<file path="src/rtl/xyz_to_display_rgb_assert.svh">
// Assertion macros shared by the XYZ to display RGB converter.
`ifndef XYZ_TO_DISPLAY_RGB_ASSERT_SVH
`define XYZ_TO_DISPLAY_RGB_ASSERT_SVH

// Property that must hold in the same cycle as its condition.
`define XDR_ASSERT_NOW(lbl, ante, cons, msg) \
  lbl: assert property (@(posedge clk_i) disable iff (!rst_ni) (ante) |-> (cons)) \
    else $error(msg);

// Property that must hold in the cycle after its condition.
`define XDR_ASSERT_NEXT(lbl, ante, cons, msg) \
  lbl: assert property (@(posedge clk_i) disable iff (!rst_ni) (ante) |=> (cons)) \
    else $error(msg);

`endif

</file>
<file path="src/rtl/xdr_pkg.sv">
// Shared types and constants of the XYZ to display RGB converter.
package xdr_pkg;

  // Field widths and fixed-point positions.
  localparam int LUM_W     = 20;
  localparam int COEF_W    = 18;
  localparam int COEF_FRAC = 14;
  localparam int SCALE_W   = 24;
  localparam int SCALE_SH  = 24;
  localparam int PIX_W     = 8;
  localparam int NUM_CH    = 3;
  localparam int NUM_COEF  = 9;

  // Request codes.
  typedef enum logic [1:0] {
    REQ_CONVERT = 2'd0,
    REQ_TABLE   = 2'd1,
    REQ_COEF    = 2'd2,
    REQ_UNUSED  = 2'd3
  } xdr_req_e;

  // Channel codes of a table write.
  typedef enum logic [1:0] {
    CH_RED   = 2'd0,
    CH_GREEN = 2'd1,
    CH_BLUE  = 2'd2,
    CH_NONE  = 2'd3
  } xdr_ch_e;

  // Configuration register indexes.
  typedef enum logic [2:0] {
    REG_FLOOR_R = 3'd0,
    REG_FLOOR_G = 3'd1,
    REG_FLOOR_B = 3'd2,
    REG_SCALE_R = 3'd3,
    REG_SCALE_G = 3'd4,
    REG_SCALE_B = 3'd5,
    REG_WHITE   = 3'd6
  } xdr_reg_e;

  // Control word that travels with each pipeline slot.
  typedef struct packed {
    logic valid;
    logic conv;
    logic twr;
  } xdr_ctl_t;

  // Port controls of one lookup table.
  typedef struct packed {
    logic wr_en;
    logic rd_en;
  } xdr_lut_ctl_t;

endpackage

</file>
<file path="src/rtl/xdr_lane.sv">
// One color lane: matrix row product, luminance clip, scaling and table index.
module xdr_lane #(
  parameter int LAST_INDEX = 1500,
  parameter int AW = $clog2(LAST_INDEX + 1)
) (
  input  logic                           clk_i,
  input  logic                           en_i,
  input  logic signed [xdr_pkg::LUM_W-1:0] x_i,
  input  logic signed [xdr_pkg::LUM_W-1:0] y_i,
  input  logic signed [xdr_pkg::LUM_W-1:0] z_i,
  input  logic [2:0][xdr_pkg::COEF_W-1:0]  coef_i,
  input  logic signed [xdr_pkg::LUM_W-1:0] floor_i,
  input  logic [xdr_pkg::SCALE_W-1:0]     scale_i,
  output logic [AW-1:0]                   idx_o
);
  import xdr_pkg::*;

  localparam int PROD_W  = COEF_W + LUM_W;
  localparam int ACC_W   = PROD_W + 2;
  localparam int SPROD_W = LUM_W + SCALE_W;
  localparam int TOP_LO  = COEF_FRAC + LUM_W - 1;

  logic signed [PROD_W-1:0]  prod_d [3];
  logic signed [PROD_W-1:0]  prod_q [3];
  logic signed [ACC_W-1:0]   acc;
  logic signed [LUM_W-1:0]   lum_d, lum_q;
  logic signed [LUM_W-1:0]   lum_cl;
  logic signed [LUM_W:0]     diff_full;
  logic [LUM_W-1:0]          diff_d, diff_q;
  logic [SPROD_W-1:0]        sprod_d, sprod_q;
  logic [LUM_W-1:0]          quot;

  // Three products of the coefficient row with the pixel.
  always_comb begin
    prod_d[0] = $signed(coef_i[0]) * x_i;
    prod_d[1] = $signed(coef_i[1]) * y_i;
    prod_d[2] = $signed(coef_i[2]) * z_i;
  end

  // Sum, floor shift to Q12.8 and saturation to the luminance range.
  always_comb begin
    acc = ACC_W'(prod_q[0]) + ACC_W'(prod_q[1]) + ACC_W'(prod_q[2]);
    if (acc[ACC_W-1:TOP_LO] == {(ACC_W - TOP_LO){acc[ACC_W-1]}}) begin
      lum_d = acc[TOP_LO:COEF_FRAC];
    end else if (acc[ACC_W-1]) begin
      lum_d = {1'b1, {(LUM_W - 1){1'b0}}};
    end else begin
      lum_d = {1'b0, {(LUM_W - 1){1'b1}}};
    end
  end

  // Clip at the floor and take the distance above it.
  always_comb begin
    lum_cl    = (lum_q < floor_i) ? floor_i : lum_q;
    diff_full = (LUM_W + 1)'(lum_cl) - (LUM_W + 1)'(floor_i);
    diff_d    = diff_full[LUM_W-1:0];
  end

  // Scale the distance into table steps.
  assign sprod_d = SPROD_W'(diff_q) * SPROD_W'(scale_i);

  // Integer part of the scaled value, saturated at the last entry.
  always_comb begin
    quot = sprod_q[SPROD_W-1:SCALE_SH];
    if (quot > LUM_W'(LAST_INDEX)) begin
      idx_o = AW'(LAST_INDEX);
    end else begin
      idx_o = AW'(quot);
    end
  end

  // Lane pipeline registers.
  always_ff @(posedge clk_i) begin
    if (en_i) begin
      prod_q  <= prod_d;
      lum_q   <= lum_d;
      diff_q  <= diff_d;
      sprod_q <= sprod_d;
    end
  end

endmodule

</file>
<file path="config.mk">
export PLATFORM = sky130hd
export DESIGN_NAME = xdr_lane
export DESIGN_NICKNAME = d
export VERILOG_FILES = /design/src/rtl/xyz_to_display_rgb_assert.svh /design/src/rtl/xdr_pkg.sv /design/src/rtl/xdr_lane.sv
export SDC_FILE = /design/constraint.sdc
export NUM_CORES = 2
export LEC_CHECK = 0
export BUFFER_PORTS_ARGS = -buffer_cell sky130_fd_sc_hd__buf_2
export CAP_MARGIN = 10
export CORE_MARGIN = 2
export CORE_UTILIZATION = 60
export DETAILED_ROUTE_END_ITERATION = 6
export HOLD_SLACK_MARGIN = 0.1
export PLACE_DENSITY = 0.77
export SLEW_MARGIN = 20
export SYNTH_ARGS = -nofsm -noshare
export SYNTH_HDL_FRONTEND = slang
export SYNTH_SLANG_ARGS = --single-unit
</file>
<file path="constraint.sdc">
create_clock -name clk_i -period 19.9 [get_ports clk_i]
set_input_delay 5.97 -clock clk_i [delete_from_list [all_inputs] [get_ports clk_i]]
set_output_delay 5.97 -clock clk_i [all_outputs]
set_load 0.03 [all_outputs]
</file>
**Yosys cells after proc, flatten, opt, wreduce, memory -nomap -nowiden**

Cells that the tools add are included.

- Output and inout port bits: 11
- Bits in writable memories: 0
- Latch bits: 0
- Bits in read-only memories: 0
- Flip-flop bits (word level): 198
- Input port bits: 160
- Memories kept: 0

- Eq/ne operators: 1
- Divide/modulo/power cells: 0
- Shifts and indexed selects: 0
- Reduce and logical (&&, ||, !) cells: 0
- $add $sub $neg: 3
- Mux-type cells: 4
- Bitwise operators: 0
- $lt $le $gt $ge: 2
- $mul: 4

Operator list:

| cell | count |
|---|---|
| $mul 18x20->38 | 3 |
| $mux 20 | 3 |
| $mul 20x24->44 | 1 |
| $add 39x38->40 | 1 |
| $add 38x38->39 | 1 |
| $gt 20x11->1 const B | 1 |
| $lt 20x20->1 | 1 |
| $sub 20x20->20 | 1 |
| $mux 11 | 1 |
| $eq 6x6->1 | 1 |

**Logic depth before layout (Yosys ltp)**

- Word-level depth: 4
- Mapped depth: 28

**Worst setup path before layout**

OpenSTA, ideal clock, no wires.

- Kind: input-to-reg
- Start point: input port scale_i[12] (netlist name)
- End point: register sprod_q[43], data pin
- Library setup time: 0.262 ns
- Path slack: 7.368 ns
- Arrival: 12.270 ns
- Path buffers: 1
- Stages on the path: 25
- Cell sequence: clkbuf_1 -> and2_1 -> fa_1 -> inv_1 -> fa_1 -> fa_1 -> inv_1 -> fa_1 -> fa_1 -> fa_1 -> inv_1 -> fa_1 -> inv_1 -> ha_1 -> a211oi_1 -> o21ai_0 -> a211oi_1 -> nor2b_1 -> nor4_1 -> a41o_1 -> a211oi_2 -> o31ai_1 -> a31o_2 -> a21oi_1 -> xor2_1

- Longest elaborated chain between the ends: 1

Ends and longest elaborated chain:

| what | line | RTL |
|---|---|---|
| start, declared | xdr_lane.sv:13 | `input logic [xdr_pkg::SCALE_W-1:0] scale_i,` |
| $mul 20x24->44 | xdr_lane.sv:60 | `assign sprod_d = SPROD_W'(diff_q) * SPROD_W'(scale_i);` |
| via sprod_d[43] | xdr_lane.sv:30 | `logic [SPROD_W-1:0] sprod_d, sprod_q;` |
| end signal, assigned | xdr_lane.sv:78 | `sprod_q <= sprod_d;` |
| end, declared | xdr_lane.sv:30 |  |

The timed path passes the listed nets, and every way through them passes these cells.
A chain may end at the register's enable or synchronous reset.

**Final worst setup path**

- Start point: input port scale_i[15] (netlist name)
- End point: register sprod_q[43], data pin

The elaborated chain is that of the path after synthesis.

==> run_results.csv <==
group,metric,value,unit
final_layout,drive_above_1_share,4.11,%
worst_hold_path,hold_class,"reg2reg",
worst_setup_path,required,20130,ps
placed_design,hpwl,117000,µm
sta,fin_ws,6570,ps
worst_setup_path,crit_start,"scale_i[15]",
floorplan,die_w,328,µm
logic_synthesis,syn-instance-count,6639,
clock_network,cts_resized,0,
worst_setup_path,timing.critical_path.buf_inv,5,
floorplan,start_util,60.7,%
clock_network,cts.sinks,174,
logic_synthesis,syn_nets,8830,
sta,max_freq,75.0,MHz
routing,drt_iter0_markers,2937,
clock_network,cts_tree,"done",
sta,slew_headroom,22.8,%
floorplan,num_rows,118,
worst_setup_path,arrival,13560,ps
placed_design,dp_cells,7896,
floorplan,die_area,0.108,mm²
run_status,outcome,"complete, no violations",
final_layout,nets,8726,
worst_setup_path,end_kind,"flop",
worst_setup_path,r2r-start,"diff_q[9]",
grt,grt_use_total,28.5,%
grt,first_global_vias,48500,
worst_setup_path,path_max_fanout,20,
logic_synthesis,yosys_register_bits,174,
logic_synthesis,syn-cell-area,0.0630,mm²
worst_setup_path,critPathTopFamily,"adder cells",
logic_synthesis,synth_cell_types,71,
clock_network,numCtsBuffers,17,
final_layout,final_common_cell,"inv_1",
grt,antenna_found_initial,4,
worst_hold_path,min_from,"lum_q[0]",
placed_design,place.port_buffers,170,
worst_setup_path,cp_slowest_cell,"nor4_1",
worst_setup_path,path_class,"in2reg",
logic_synthesis,syn-mean-instance-area,9.49,µm²
sta,slew_viol_final,0,
final_layout,multi_input_area,0.0507,mm²
clock_network,clk_pin_slew_worst_paths,90,ps
worst_setup_path,start_kind,"primary input",
clock_network,clk_path_buf_depth,2,
routing,drtAntennaViolNets,0,
sta,fin_setup_tns,0,ps
logic_synthesis,yosysSeqAreaShare,8.29,%
grt,grt_overflow,0,
logic_synthesis,synth_edf_count,174,
routing,route.detailed.drc,0,
worst_hold_path,min_to,"diff_q[0]",
sta,fin_crit_sh,67.0,%
clock_network,clock_latency,470,ps
sta,rsz0062_at_grt,"false",
sta,tightest_slew,1160,ps
grt,grt_max_degree,91,
worst_setup_path,critPathMaxStageDelay,920,ps
placed_design,place_congestion,0.904,
grt,grt_pass1_wl,243000,µm
routing,wl_per_cell,18.3,µm
sta,final-hold-violation-count,0,
logic_synthesis,yosysWarnings,0,
routing,drt-pass1-iter-count,6,
clock_network,root_buffer,"clkbuf_16",
sta,skew,20.3,ps
final_layout,ff_latch_area,0.00523,mm²
worst_setup_path,r2r.worst_path.cells,24,
floorplan,io_pins,171,
final_layout,layout.cells.non_filler,7929,
final_layout,mostFrequentLayoutCells,"inv_1 (1591), fa_1 (1512), nand2_1 (956)",
sta,period_minus_slack,13330,ps
clock_network,postCtsSetupRepairBufs,0,
floorplan,design.core.area,0.104,mm²
routing,wirelength,145000,µm
placed_design,post-place-ws,6230,ps
logic_synthesis,async_reset_ff_share,0,%
final_layout,fillers,8368,
worst_hold_path,holdPathStages,3,
logic_synthesis,synth-main-ff-cell,"edfxtp_1",
worst_setup_path,rrSetupSlack,11390,ps
sta,setup_violations,0,
flow_run,maxCapViolCount,0,
final_layout,syn_to_final_growth,3.40,%
worst_setup_path,r2r_end,"sprod_q[43]",
routing,vias,44000,
floorplan,die_y,328,µm
routing,vias_per_cell,5.55,
worst_setup_path,cp_common_cell,"fa_1",
clock_network,cts_hold_buf,0,
clock_network,h-tree-depth,4,
## Yosys cell counts (35+ instances only)
cell / count / area, µm²
a21o_1: 63 / 473
a21oi_1: 143 / 716
and2_1: 628 / 3930
clkbuf_1: 296 / 1110
edfxtp_1: 174 / 5230
fa_1: 1512 / 30300
ha_1: 519 / 6490
inv_1: 1591 / 5970
nand2_1: 956 / 3590
nand2b_1: 51 / 319
nor2_1: 107 / 402
o21ai_0: 77 / 385
xnor2_1: 139 / 1220
xor2_1: 35 / 307
## cell type report
class,count,share of cell area (%)
Multi-Input combinational cell,4568,77.7
Clock buffer,17,0.653
Antenna cell,1,0.00384
Inverter,1595,9.19
Tap cell,1380,2.65
Sequential cell,174,8.02
Clock inverter,15,0.317
Timing Repair Buffer,179,1.42
## worst reg2reg max path: cells and delay by family, from the launching register on
kind            cells  cell delay [ps]
buf+inv             4              240
fa+ha+maj           8             3630
simple gates        3             1380
flops               1             1120
compound gates      8             1790
xor+xnor            1              140
## worst max path at each step
stage / cells after the start / endpoint
3_3_place_gp: 27 / sprod_q[43]
2_1_floorplan: 25 / sprod_q[43]
5_1_grt: 25 / sprod_q[40]
4_1_cts: 25 / sprod_q[43]
6_report: 25 / sprod_q[43]
3_5_place_dp: 25 / sprod_q[43]
## sequential cells by signal (all words and copies together) (netlist names)
register / cells
sprod_q: 20
lum_q: 20
diff_q: 20
prod_q: 114
## per-stage QoR
step	hold WS, ps	cell area (µm²)	utilization, %
global placement	762	64500	62.2
finish	825	65200	62.8
CTS	831	65200	62.8
detailed placement	813	64500	62.2
global route	877	65200	62.8
floorplan	730	63000	-
## cells by family after synthesis
logic type               count (synthesis)  synth area share, %
adder cells (fa/ha/maj)               2031                 58.3
multiplexers                            22                0.425
AO/OA/AOI/OAI                          459                 4.81
flip-flops                             174                 8.29
AND/OR/NAND/NOR                       1882                 14.4
XOR/XNOR                               174                 2.42
buffers and inverters                 1897                 11.3
## layer usage
metal / vias to the layer above / wire (µm) / GRT usage [%] / share of wire [%]
li1: 19400 / - / - / -
met1: 22600 / 56400 / 37.2 / 39
met2: 1731 / 72400 / 48.9 / 50
met3: 300 / 11700 / 4.98 / 8.1
met4: 4 / 4560 / 8.45 / 3.1
met5: - / 21 / 0 / 0.014
Power is not shown: default switching activity piles up to over one toggle a cycle in this logic, so the estimate is an artifact.
